File: src/sv/pfx_pkg.sv
// shared types and constants of the postfix expression evaluator
// command word passed from the front to the back, error codes, character codes
package pfx_pkg;

	localparam int STACK_DEPTH_DEF = 16;
	// queue depth must be a power of two
	localparam int QUEUE_DEPTH = 2;
	localparam int DATA_W = 32;
	localparam int IN_TDATA_W = 8;
	localparam int OUT_TDATA_W = 40;
	localparam int DIV_STEPS = 32;
	localparam int DIV_CNT_W = 6;

	localparam logic [7:0] CH_ZERO = 8'h30;
	localparam logic [7:0] CH_NINE = 8'h39;
	localparam logic [7:0] CH_PLUS = 8'h2B;
	localparam logic [7:0] CH_MINUS = 8'h2D;
	localparam logic [7:0] CH_STAR = 8'h2A;
	localparam logic [7:0] CH_SLASH = 8'h2F;

	typedef enum logic [2:0] {
		ERR_NONE = 3'd0,
		ERR_UNDER = 3'd1,
		ERR_OVER = 3'd2,
		ERR_DIVZ = 3'd3,
		ERR_EMPTY = 3'd4
	} err_t;

	typedef enum logic [2:0] {
		CMD_NOP,
		CMD_PUSH,
		CMD_ADD,
		CMD_SUB,
		CMD_MUL,
		CMD_DIV
	} cmd_kind_t;

	typedef struct packed {
		cmd_kind_t kind;
		logic [3:0] digit;
		logic last;
	} cmd_t;

endpackage

File: src/sv/postfix_expression_evaluator.sv
// top level of the postfix expression evaluator
// front end, command queue and stack engine; depends on pfx_pkg and all pfx modules
//
// channel   dir  tdata                        tlast              tuser
// s_axis    in   [7:0] token_char             end_of_expression  -
// m_axis    out  [31:0] value, [34:32] error  -                  -
//
// a digit or an ignored character is handled in the idle state of the stack engine
// + - * pass through accept, two registered stack reads, execute, write back
// / also waits in S_DIV for the divider, which produces one quotient bit per cycle
// end of expression passes through S_FIN, S_FRD and S_EMIT, waiting while the result register is full
// reset is asynchronous active low and empties the queue, stack and error state
// the queue keeps accepting words while the engine works or the result waits, until its two entries are full
module postfix_expression_evaluator #(
	parameter int STACK_DEPTH = pfx_pkg::STACK_DEPTH_DEF
) (
	input  logic clk,
	input  logic arst_n,
	input  logic s_axis_tvalid,
	output logic s_axis_tready,
	input  logic [pfx_pkg::IN_TDATA_W-1:0] s_axis_tdata, // [7:0] token_char
	input  logic s_axis_tlast,                           // end_of_expression
	output logic m_axis_tvalid,
	input  logic m_axis_tready,
	output logic [pfx_pkg::OUT_TDATA_W-1:0] m_axis_tdata // [31:0] value, [34:32] error_code
);

	logic front_valid;
	logic front_ready;
	pfx_pkg::cmd_t front_cmd;
	logic queue_valid;
	logic queue_ready;
	pfx_pkg::cmd_t queue_cmd;

	pfx_front u_front (
		.s_axis_tvalid (s_axis_tvalid),
		.s_axis_tready (s_axis_tready),
		.s_axis_tdata  (s_axis_tdata),
		.s_axis_tlast  (s_axis_tlast),
		.cmd_valid     (front_valid),
		.cmd_ready     (front_ready),
		.cmd           (front_cmd)
	);

	pfx_queue u_queue (
		.clk      (clk),
		.arst_n   (arst_n),
		.wr_valid (front_valid),
		.wr_ready (front_ready),
		.wr_data  (front_cmd),
		.rd_valid (queue_valid),
		.rd_ready (queue_ready),
		.rd_data  (queue_cmd)
	);

	pfx_back #(
		.STACK_DEPTH (STACK_DEPTH)
	) u_back (
		.clk           (clk),
		.arst_n        (arst_n),
		.cmd_valid     (queue_valid),
		.cmd_ready     (queue_ready),
		.cmd           (queue_cmd),
		.m_axis_tvalid (m_axis_tvalid),
		.m_axis_tready (m_axis_tready),
		.m_axis_tdata  (m_axis_tdata)
	);

endmodule

File: src/sv/pfx_front.sv
// front end: accepts input words and classifies each character into a command
// depends on pfx_pkg
module pfx_front (
	input  logic s_axis_tvalid,
	output logic s_axis_tready,
	input  logic [pfx_pkg::IN_TDATA_W-1:0] s_axis_tdata, // [7:0] token_char
	input  logic s_axis_tlast,                           // end_of_expression
	output logic cmd_valid,
	input  logic cmd_ready,
	output pfx_pkg::cmd_t cmd
);

	always_comb begin
		cmd.digit = s_axis_tdata[3:0];
		cmd.last = s_axis_tlast;
		case (s_axis_tdata) inside
			[pfx_pkg::CH_ZERO:pfx_pkg::CH_NINE]: cmd.kind = pfx_pkg::CMD_PUSH;
			pfx_pkg::CH_PLUS: cmd.kind = pfx_pkg::CMD_ADD;
			pfx_pkg::CH_MINUS: cmd.kind = pfx_pkg::CMD_SUB;
			pfx_pkg::CH_STAR: cmd.kind = pfx_pkg::CMD_MUL;
			pfx_pkg::CH_SLASH: cmd.kind = pfx_pkg::CMD_DIV;
			default: cmd.kind = pfx_pkg::CMD_NOP;
		endcase
	end

	assign cmd_valid = s_axis_tvalid;
	assign s_axis_tready = cmd_ready;

endmodule

File: src/sv/pfx_queue.sv
// short command queue between the front end and the stack engine
// depends on pfx_pkg
module pfx_queue (
	input  logic clk,
	input  logic arst_n,
	input  logic wr_valid,
	output logic wr_ready,
	input  pfx_pkg::cmd_t wr_data,
	output logic rd_valid,
	input  logic rd_ready,
	output pfx_pkg::cmd_t rd_data
);

	localparam int QAW = (pfx_pkg::QUEUE_DEPTH > 1) ? $clog2(pfx_pkg::QUEUE_DEPTH) : 1;
	localparam int QCW = $clog2(pfx_pkg::QUEUE_DEPTH + 1);

	pfx_pkg::cmd_t entry_q [pfx_pkg::QUEUE_DEPTH];
	logic [QAW-1:0] wr_ptr_q;
	logic [QAW-1:0] rd_ptr_q;
	logic [QCW-1:0] count_q;
	logic do_wr;
	logic do_rd;

	assign wr_ready = (count_q != QCW'(pfx_pkg::QUEUE_DEPTH));
	assign rd_valid = (count_q != '0);
	assign rd_data = entry_q[rd_ptr_q];
	assign do_wr = wr_valid && wr_ready;
	assign do_rd = rd_valid && rd_ready;

	always_ff @(posedge clk) begin
		if (do_wr) begin
			entry_q[wr_ptr_q] <= wr_data;
		end
	end

	always_ff @(posedge clk or negedge arst_n) begin
		if (!arst_n) begin
			wr_ptr_q <= '0;
			rd_ptr_q <= '0;
			count_q <= '0;
		end else begin
			if (do_wr) begin
				wr_ptr_q <= wr_ptr_q + QAW'(1);
			end
			if (do_rd) begin
				rd_ptr_q <= rd_ptr_q + QAW'(1);
			end
			if (do_wr && !do_rd) begin
				count_q <= count_q + QCW'(1);
			end else if (do_rd && !do_wr) begin
				count_q <= count_q - QCW'(1);
			end
		end
	end

endmodule

File: src/sv/pfx_div.sv
// iterative signed divider, one quotient bit per cycle, truncates toward zero
// depends on pfx_pkg
module pfx_div (
	input  logic clk,
	input  logic arst_n,
	input  logic start,
	input  logic [pfx_pkg::DATA_W-1:0] dividend,
	input  logic [pfx_pkg::DATA_W-1:0] divisor,
	output logic done,
	output logic [pfx_pkg::DATA_W-1:0] quotient
);

	localparam int W = pfx_pkg::DATA_W;

	logic [pfx_pkg::DIV_CNT_W-1:0] cnt_q;
	logic run_q;
	logic fix_q;
	logic neg_q;
	logic done_q;
	logic [W-1:0] rem_q;
	logic [W-1:0] quo_q;
	logic [W-1:0] den_q;
	logic [W-1:0] quotient_q;
	logic [W:0] shifted;
	logic [W:0] diff;
	logic [W-1:0] mag_a;
	logic [W-1:0] mag_b;

	always_comb begin
		shifted = {rem_q, quo_q[W-1]};
		diff = shifted - {1'b0, den_q};
		mag_a = dividend[W-1] ? (W'(0) - dividend) : dividend;
		mag_b = divisor[W-1] ? (W'(0) - divisor) : divisor;
	end

	always_ff @(posedge clk or negedge arst_n) begin
		if (!arst_n) begin
			cnt_q <= '0;
			run_q <= 1'b0;
			fix_q <= 1'b0;
			neg_q <= 1'b0;
			done_q <= 1'b0;
			rem_q <= '0;
			quo_q <= '0;
			den_q <= '0;
			quotient_q <= '0;
		end else begin
			done_q <= 1'b0;
			if (start) begin
				quo_q <= mag_a;
				den_q <= mag_b;
				rem_q <= '0;
				neg_q <= dividend[W-1] ^ divisor[W-1];
				cnt_q <= pfx_pkg::DIV_CNT_W'(pfx_pkg::DIV_STEPS);
				run_q <= 1'b1;
			end else if (run_q) begin
				if (!diff[W]) begin
					rem_q <= diff[W-1:0];
					quo_q <= {quo_q[W-2:0], 1'b1};
				end else begin
					rem_q <= shifted[W-1:0];
					quo_q <= {quo_q[W-2:0], 1'b0};
				end
				cnt_q <= cnt_q - pfx_pkg::DIV_CNT_W'(1);
				if (cnt_q == pfx_pkg::DIV_CNT_W'(1)) begin
					run_q <= 1'b0;
					fix_q <= 1'b1;
				end
			end else if (fix_q) begin
				quotient_q <= neg_q ? (W'(0) - quo_q) : quo_q;
				done_q <= 1'b1;
				fix_q <= 1'b0;
			end
		end
	end

	assign done = done_q;
	assign quotient = quotient_q;

endmodule

File: src/sv/pfx_back.sv
// stack engine: operand stack memory, operator sequencing and result register
// depends on pfx_pkg and pfx_div
module pfx_back #(
	parameter int STACK_DEPTH = pfx_pkg::STACK_DEPTH_DEF
) (
	input  logic clk,
	input  logic arst_n,
	input  logic cmd_valid,
	output logic cmd_ready,
	input  pfx_pkg::cmd_t cmd,
	output logic m_axis_tvalid,
	input  logic m_axis_tready,
	output logic [pfx_pkg::OUT_TDATA_W-1:0] m_axis_tdata // [31:0] value, [34:32] error_code
);

	localparam int W = pfx_pkg::DATA_W;
	localparam int CW = $clog2(STACK_DEPTH + 1);
	localparam int AW = $clog2(STACK_DEPTH);

	typedef enum logic [3:0] {
		S_IDLE,
		S_RA,
		S_RB,
		S_EX,
		S_DIV,
		S_WB,
		S_FIN,
		S_FRD,
		S_EMIT
	} state_t;

	state_t state_q;
	pfx_pkg::cmd_t cmd_q;
	pfx_pkg::err_t err_q;
	pfx_pkg::err_t out_err_q;
	logic [CW-1:0] cnt_q;
	logic [AW-1:0] addr_q;
	logic [W-1:0] rd_data_q;
	logic [W-1:0] right_q;
	logic [W-1:0] res_q;
	logic [W-1:0] out_value_q;
	logic out_valid_q;
	logic [W-1:0] stack_mem [STACK_DEPTH];

	logic wr_en;
	logic [AW-1:0] wr_addr;
	logic [W-1:0] wr_data;
	logic push_ok;
	logic div_start;
	logic div_done;
	logic [W-1:0] div_q;

	assign cmd_ready = (state_q == S_IDLE);
	assign push_ok = (cnt_q < CW'(STACK_DEPTH));

	always_comb begin
		wr_en = 1'b0;
		wr_addr = AW'(cnt_q);
		wr_data = {{(W-4){1'b0}}, cmd.digit};
		if (state_q == S_WB) begin
			wr_en = 1'b1;
			wr_addr = AW'(cnt_q - CW'(2));
			wr_data = res_q;
		end else if (state_q == S_IDLE && cmd_valid && cmd.kind == pfx_pkg::CMD_PUSH) begin
			wr_en = push_ok;
		end
	end

	assign div_start = (state_q == S_EX) && (cmd_q.kind == pfx_pkg::CMD_DIV) && (right_q != '0);

	always_ff @(posedge clk) begin
		if (wr_en) begin
			stack_mem[wr_addr] <= wr_data;
		end
		rd_data_q <= stack_mem[addr_q];
	end

	pfx_div u_div (
		.clk      (clk),
		.arst_n   (arst_n),
		.start    (div_start),
		.dividend (rd_data_q),
		.divisor  (right_q),
		.done     (div_done),
		.quotient (div_q)
	);

	always_ff @(posedge clk or negedge arst_n) begin
		if (!arst_n) begin
			state_q <= S_IDLE;
			cmd_q <= '0;
			err_q <= pfx_pkg::ERR_NONE;
			out_err_q <= pfx_pkg::ERR_NONE;
			cnt_q <= '0;
			addr_q <= '0;
			right_q <= '0;
			res_q <= '0;
			out_value_q <= '0;
			out_valid_q <= 1'b0;
		end else begin
			if (state_q == S_EMIT && (!out_valid_q || m_axis_tready)) begin
				out_valid_q <= 1'b1;
			end else if (m_axis_tready) begin
				out_valid_q <= 1'b0;
			end
			case (state_q)
				S_IDLE: begin
					if (cmd_valid) begin
						cmd_q <= cmd;
						case (cmd.kind)
							pfx_pkg::CMD_PUSH: begin
								state_q <= cmd.last ? S_FIN : S_IDLE;
								if (push_ok) begin
									cnt_q <= cnt_q + CW'(1);
								end else if (err_q == pfx_pkg::ERR_NONE) begin
									err_q <= pfx_pkg::ERR_OVER;
								end
							end
							pfx_pkg::CMD_ADD, pfx_pkg::CMD_SUB,
							pfx_pkg::CMD_MUL, pfx_pkg::CMD_DIV: begin
								if (cnt_q < CW'(2)) begin
									state_q <= cmd.last ? S_FIN : S_IDLE;
									if (err_q == pfx_pkg::ERR_NONE) begin
										err_q <= pfx_pkg::ERR_UNDER;
									end
								end else begin
									addr_q <= AW'(cnt_q - CW'(1));
									state_q <= S_RA;
								end
							end
							default: state_q <= cmd.last ? S_FIN : S_IDLE;
						endcase
					end
				end
				S_RA: begin
					addr_q <= AW'(cnt_q - CW'(2));
					state_q <= S_RB;
				end
				S_RB: begin
					right_q <= rd_data_q;
					state_q <= S_EX;
				end
				S_EX: begin
					case (cmd_q.kind)
						pfx_pkg::CMD_ADD: begin
							res_q <= rd_data_q + right_q;
							state_q <= S_WB;
						end
						pfx_pkg::CMD_SUB: begin
							res_q <= rd_data_q - right_q;
							state_q <= S_WB;
						end
						pfx_pkg::CMD_MUL: begin
							res_q <= rd_data_q * right_q;
							state_q <= S_WB;
						end
						pfx_pkg::CMD_DIV: begin
							if (right_q == '0) begin
								res_q <= '0;
								state_q <= S_WB;
								if (err_q == pfx_pkg::ERR_NONE) begin
									err_q <= pfx_pkg::ERR_DIVZ;
								end
							end else begin
								state_q <= S_DIV;
							end
						end
						default: begin
							res_q <= '0;
							state_q <= S_WB;
						end
					endcase
				end
				S_DIV: begin
					if (div_done) begin
						res_q <= div_q;
						state_q <= S_WB;
					end
				end
				S_WB: begin
					cnt_q <= cnt_q - CW'(1);
					state_q <= cmd_q.last ? S_FIN : S_IDLE;
				end
				S_FIN: begin
					addr_q <= AW'(cnt_q - CW'(1));
					state_q <= S_FRD;
				end
				S_FRD: begin
					state_q <= S_EMIT;
				end
				S_EMIT: begin
					if (!out_valid_q || m_axis_tready) begin
						if (cnt_q == '0) begin
							out_value_q <= '0;
							out_err_q <= (err_q == pfx_pkg::ERR_NONE) ? pfx_pkg::ERR_EMPTY : err_q;
						end else begin
							out_value_q <= rd_data_q;
							out_err_q <= err_q;
						end
						cnt_q <= '0;
						err_q <= pfx_pkg::ERR_NONE;
						state_q <= S_IDLE;
					end
				end
				default: state_q <= S_IDLE;
			endcase
		end
	end

	assign m_axis_tvalid = out_valid_q;
	assign m_axis_tdata = {{(pfx_pkg::OUT_TDATA_W-W-3){1'b0}}, out_err_q, out_value_q};

endmodule

File: config.mk
export PLATFORM = sky130hd
export DESIGN_NAME = postfix_expression_evaluator
export DESIGN_NICKNAME = d
export VERILOG_FILES = /design/src/sv/pfx_pkg.sv /design/src/sv/postfix_expression_evaluator.sv /design/src/sv/pfx_front.sv /design/src/sv/pfx_queue.sv /design/src/sv/pfx_div.sv /design/src/sv/pfx_back.sv
export SDC_FILE = /design/constraint.sdc
export NUM_CORES = 2
export LEC_CHECK = 0
export BUFFER_PORTS_ARGS = -buffer_cell sky130_fd_sc_hd__buf_2
export CAP_MARGIN = 15
export CORE_AREA = 2 2 290 292
export DETAILED_ROUTE_END_ITERATION = 10
export DIE_AREA = 0 0 292 294
export PLACE_DENSITY = 0.93
export SLEW_MARGIN = 5
export SYNTH_ARGS = -nofsm -noshare
export SYNTH_HDL_FRONTEND = slang
export SYNTH_SLANG_ARGS = --single-unit
File: constraint.sdc
create_clock -name clk -period 8.7 [get_ports clk]
set_clock_uncertainty 0.15 [all_clocks]
set_input_delay 0.87 -clock clk [delete_from_list [all_inputs] [get_ports clk]]
set_output_delay 0.87 -clock clk [all_outputs]
set_load 0.02 [all_outputs]
Word-level counts from Yosys, hierarchy flattened. Memory sizes are Yosys's and may differ from the RTL's. A register that Yosys moved wholly into a read port is not among the register bits. Cells that the tools add are included.

Output and inout port bits: 42. Flip-flop bits (word level): 262. Input bits: 13. Word-level logic and storage cells: 196. Memory bits (writable): 528. Memories kept: 2.

Order comparisons: 4. Add/subtract/negate cells: 14. Multiply operators: 1. Eq/ne operators: 40. Reductions and logical operators: 36. Muxes and demuxes: 73. Bitwise operators: 3.

Memory list: u_back.stack_mem (depth 16, width 32, rd ports 1, clocked after memory_dff 1, write ports 1, RTL line pfx_back.sv:43) `logic [W-1:0] stack_mem [STACK_DEPTH];`; u_queue.entry_q (depth 2, width 8, rd ports 1, clocked after memory_dff 0, write ports 1, RTL line pfx_queue.sv:17) `pfx_pkg::cmd_t entry_q [pfx_pkg::QUEUE_DEPTH];`.

Operators by type and width (count): 32-bit 2-to-1 mux (12); 32-bit case mux with 4 select lines (1); 1-bit by 32-bit subtractor with 32-bit output (first input constant) (3); 32-bit case mux with 2 select lines (1); 3-bit 2-to-1 mux (18); 4-bit 2-to-1 mux (10); 4-bit case mux with 9 select lines (1); 33-bit by 32-bit subtractor with 33-bit output (1); 32-bit adder (1); 8-bit by 6-bit == test with 1-bit output (second input constant) (4); 32-bit logical NOT (1); 32-bit by 32-bit multiplier with 32-bit output (1); 32-bit nonzero test (1); 32-bit subtractor (1); 5-bit 2-to-1 mux (4); 1-bit 2-to-1 mux (18); 4-bit by 3-bit == test with 1-bit output (second input constant) (4); 5-bit case mux with 3 select lines (1); 2-bit inequality test (second input constant) (7); 3-bit by 2-bit == test with 1-bit output (second input constant) (4); 3-bit == test (second input constant) (4); 6-bit 2-to-1 mux (2); 4-bit case mux with 3 select lines (1); 11-bit AND reduction (1); other kinds (38) (69).

Depth between registers and ports, before layout.
Depth after elaboration: 7. Gate-level depth with buffers: 29. Depth with buffers taken out: 27.

Cells and area by module. Synthesis repeated with hierarchy kept, for this count alone.

Cells, all modules: 4624. Area, all modules: 54109.4 µm².

Modules (own cells, without submodules): pfx_back (area an instance 43646.9 µm², times used 1, sequential area each 18993.2 µm², cells an instance 3462); pfx_div (area an instance 9522.9 µm², times used 1, sequential area each 3453.3 µm², cells an instance 1102); pfx_queue (area an instance 787.0 µm², times used 1, sequential area each 580.6 µm², cells an instance 43); pfx_front (area an instance 152.6 µm², times used 1, sequential area each 0.0 µm², cells an instance 17).

Worst setup path before layout. No wires, ideal clock.

Path type: register to register. Start point: register u_back.rd_data_q[8], read port of u_back.stack_mem. End point: register u_back.res_q[31]. Stages on the path, launching flop included: 27. Period minus slack after synthesis: 7.388 ns. Data required time: 8.451 ns. Buffers on the path: 2. Setup slack: 1.312 ns. Arrival time: 7.138 ns. Setup time: 0.099 ns. Cells stage by stage: dfxtp_1 clkbuf_1 clkbuf_1 nand2_1 fa_1 inv_1 fa_1 fa_1 inv_1 fa_1 inv_1 fa_1 inv_1 fa_1 inv_1 fa_1 fa_1 ha_1 nand3_1 a2111oi_0 nor2_1 a221o_1 a311o_1 a31oi_1 xnor2_1 nand2_1 a311oi_1.

Cells in the longest elaborated chain, start to end: 3. Elaborated cells between the ends (all ways): 5. Classes of those cells: 2 x add/sub; 1 x mul; 2 x mux.

RTL lines: start: declaration (RTL line pfx_back.sv:38) `logic [W-1:0] rd_data_q;`; 32-bit by 32-bit multiplier with 32-bit output, or another cell as far along (RTL line pfx_back.sv:154) `res_q <= rd_data_q * right_q;`; 32-bit case mux with 4 select lines (*) (RTL line pfx_back.sv:144) `case (cmd_q.kind)`; 32-bit case mux with 2 select lines (*) (RTL line pfx_back.sv:106) `case (state_q)`; end signal: assignment (RTL line pfx_back.sv:146) `res_q <= rd_data_q + right_q;`; end signal: assignment (RTL line pfx_back.sv:150) `res_q <= rd_data_q - right_q;`; end signal: assignment (RTL line pfx_back.sv:154); end: declaration (RTL line pfx_back.sv:40) `logic [W-1:0] res_q;`.

Mark *: on every way between the ends. The rest lies on a longest branch, timed or not. A chain may end at the register's enable or synchronous reset.

Final worst setup path.
Start point: register u_back.right_q[7]. End point: register u_back.res_q[31].

Cells in the longest elaborated chain, start to end: 3. Elaborated cells between the ends (all ways): 8. Classes of those cells: 2 x add/sub; 1 x mul; 1 x eq/ne; 2 x mux; 2 x reduce/logical.

RTL lines: start: declaration (RTL line pfx_back.sv:39) `logic [W-1:0] right_q;`; start signal: assignment (RTL line pfx_back.sv:140) `right_q <= rd_data_q;`; 32-bit by 32-bit multiplier with 32-bit output, or another cell as far along (RTL line pfx_back.sv:154); 32-bit case mux with 4 select lines / 3-bit inequality test (equally long branches); 32-bit case mux with 2 select lines / 3-bit AND reduction (equally long branches).

Several ways; a longest one is shown, not always the timed one.

==> summary.txt <==
required time worst endpoint -> 9.12 ns
DR vias/cell -> 6.66
CP Launch Type -> flop
Cell variety after synth -> 80
Crit. End Element -> flop
mean post-synth cell area -> 11.9 um2
clk slew on worst S/H paths -> 0.07 ns
post-cts hold buffer count -> 0
Final setup viols -> 0
post-synthesis mux area share -> 8.94%
Setup WS pre-CTS -> 0.799 ns
Pre-antenna DRT Iters -> 9
Tcrit/Tclk final -> 92.2%
clock root cell -> clkbuf_16
worst slew pin tran -> 1.20 ns
via count -> 37.4k
Critical Path Stages -> 23
Slew headroom -> 20.2%
Final WS setup -> 0.680 ns
critical path's slowest cell -> dfrtp_1
CTS tree -> built
post-synthesis compound-gate area fraction -> 7.41%
Die ar. -> 85,800 um2
Worst EP arrival -> 8.44 ns
largest net degree at the start of global routing -> 158
cell mode on critical path -> fa_1
nets -> 5,085
top cell type's share of synthesized area -> 29.6%
drt total wl -> 159,000 um
Register-to-Register Path Depth -> 23
wire length per cell -> 28.3 um
cell breakdown of the critical path -> and2_1, fa_1, fa_1, fa_1, inv_1, fa_1, inv_1, fa_1, inv_1, fa_1, inv_1, fa_1, fa_1, ha_1, nand3_1, a2111oi_0, nor2_1, a221o_1, a311o_1, a31oi_1, xnor2_1, nand2_1, a311oi_1
unrepaired setup endpoints after global routing -> no
dpl hpwl -> 104,000 um
Worst Path Max Fanout -> 18
Placed Area -> 55,000 um2
CTS buffer count -> 83
Syn Std Cell Area -> 53,500 um2
IO buf count -> 49
postcts setup bufs -> 0
vias in the first global route -> 39.0k
number of flops mapped to enable cells by yosys -> 528
setup tns final -> 0 ns
first-pass GRT wire length -> 241,000 um
Main synth FF type -> edfxtp_1
Initial Utilization -> 64.6%
crit path kind -> flop to flop
worst skew pair latency -> 0.68 ns
RD Place Congestion -> 1.01
largest family of logic cells by synthesized area -> adder cells
Max Cap Viol -> 0
Tightest Hold Check Type -> primary input to async pin
Area Overhead vs Synth -> 8.17%
Die Span Y -> 294 um
CTS max path bufs -> 3
dominant cells by area after synthesis -> edfxtp_1 (30%), fa_1 (15%), dfrtp_1 (12%), mux4_2 (6.7%), ha_1 (4.7%)
clk sinks -> 821
post-synthesis simple-gate area fraction -> 10.8%
status -> complete, no violations
max-slew violation count -> 0
synthesis-stage register bit count -> 821
ys async rst share -> 31.8%
row count -> 106
Iter 0 DRT Violations -> 5,065
Final Cell Area -> 57,900 um2
Post-Synth XOR/XNOR Area -> 4.50%
# IOs -> 55
initial antenna violation count -> 10
layout cells sized above 1 -> 12.6%
sequential area share after synthesis -> 43.0%
total global-route track usage -> 37.9%
CTS H-tree depth -> 3
crit-path max cell delay -> 0.81 ns
global route total overflow -> 0
fin crit period -> 8.02 ns
adder-cell share of the synthesized area -> 20.0%
Syn. warnings -> 0
final hold violation count -> 0
Resize count post-CTS -> 0
post-synthesis cell count -> 4,493
CP bufs+invs -> 4
Max Clk Rate -> 125 MHz
DRC Markers -> 0
Crit path max-delay family -> adder cells
post-route ant nets -> 0
die width -> 292 um
Core Area -> 82,900 um2
cell type with the highest aggregate area in the netlist -> edfxtp_1
==> flip-flops by register name, indices dropped and copies added (netlist names), 6 cells and up <==
name	count
u_back.u_div.cnt_q	6
u_back.u_div.quotient	32
u_back.u_div.den_q	32
u_back.u_div.quo_q	32
u_queue.entry_q	16
u_back.rd_data_q	32
u_back.out_value_q	32
u_back.res_q	32
u_back.right_q	32
u_back.u_div.rem_q	32
u_back.stack_mem	512
==> layer usage <==
layer	GRT usage, %	wire length [um]	up-vias
li1	-	-	15270
met2	60.5	74700	2713
met1	47.3	54400	18641
met3	9.96	19000	780
met4	21.8	10800	12
met5	0	77	-
==> worst register-to-register path, stage by stage (launching register included) <==
cell,delay (ns)
dfrtp_1,0.81
and2_1,0.24
fa_1,0.45
fa_1,0.49
fa_1,0.51
inv_1,0.05
fa_1,0.49
inv_1,0.06
fa_1,0.49
inv_1,0.05
fa_1,0.54
inv_1,0.05
fa_1,0.49
fa_1,0.43
ha_1,0.39
nand3_1,0.13
a2111oi_0,0.55
nor2_1,0.13
a221o_1,0.39
a311o_1,0.38
a31oi_1,0.18
xnor2_1,0.14
nand2_1,0.07
a311oi_1,0.26
==> area by class of cell <==
type                            instances  area, um2
Antenna cell                            6       15.0
Clock buffer                          111       2310
Clock inverter                         45        520
Fill cell                            5249      25000
Inverter                              452       1700
Multi-Input combinational cell       2945      27800
Sequential cell                       821      23000
Tap cell                             1080       1350
Timing Repair Buffer                  159       1110
==> cells in the mapped netlist, types with 160 or more instances <==
cell type,number
edfxtp_1,528
and2_1,310
mux4_2,160
nor2_1,172
nand2_1,433
xnor2_1,164
dfrtp_1,261
clkbuf_1,227
ha_1,200
fa_1,410
o21ai_0,207
inv_1,452
==> cell families after synthesis <==
| logic type | after synthesis |
|---|---|
| adder cells (fa/ha/maj) | 610 |
| AO/OA/AOI/OAI | 624 |
| multiplexers | 273 |
| other | 1 |
| XOR/XNOR | 275 |
| AND/OR/NAND/NOR | 1158 |
| buffers and inverters | 731 |
| flip-flops | 821 |
==> stage by stage <==
stage	std cells	hold WS (ns)	util [%]
floorplan	4497	0.290	-
global placement	5454	0.312	66.3
detailed placement	5455	0.320	66.4
CTS	5611	0.167	69.8
global route	5613	0.185	69.8
finish	5619	0.122	69.8
==> cells in the final DEF, fill, tap and decap left out, types with 16 or more instances in the layout <==
cell,Yosys,final
a31oi_1,17,17
mux2i_1,74,74
dfxtp_1,32,32
fa_1,410,410
clkbuf_16,0,84
mux2_2,39,39
buf_4,8,106
nand2_1,433,432
o21ai_0,207,207
nor3_1,42,41
and2_1,310,309
clkbuf_1,227,16
or3_1,22,21
and3_1,37,37
buf_2,13,49
nand2b_1,28,28
inv_1,452,452
a21oi_1,133,132
nor2_4,0,16
o31ai_1,38,38
mux4_2,160,160
ha_1,200,200
a22o_1,32,32
xnor2_1,164,163
xor2_1,111,111
nand3b_1,17,17
dfrtp_1,261,256
a21o_1,40,40
nor2_1,172,156
a21oi_2,28,28
edfxtp_1,528,528
==> worst paths after layout <==
path | startpoint | endpoint | slack (ns)
max | u_back.right_q[7]$_DFFE_PN0P_ | u_back.res_q[31]$_DFFE_PN0P_ | 0.68
min | arst_n | u_back.u_div.den_q[0]$_DFFE_PN0P_ | 0.12
max reg2reg | u_back.right_q[7]$_DFFE_PN0P_ | u_back.res_q[31]$_DFFE_PN0P_ | 0.68
min reg2reg | u_back.u_div.den_q[20]$_DFFE_PN0P_ | u_back.u_div.den_q[20]$_DFFE_PN0P_ | 0.33
max in group asynchronous | arst_n | u_back.u_div.quo_q[20]$_DFFE_PN0P_ | 6.90
min in group clk | s_axis_tlast | u_queue.entry_q[0][0]$_DFFE_PP_ | 0.24
Power is not shown: default switching activity piles up to over one toggle a cycle in this logic, so the estimate is an artifact.
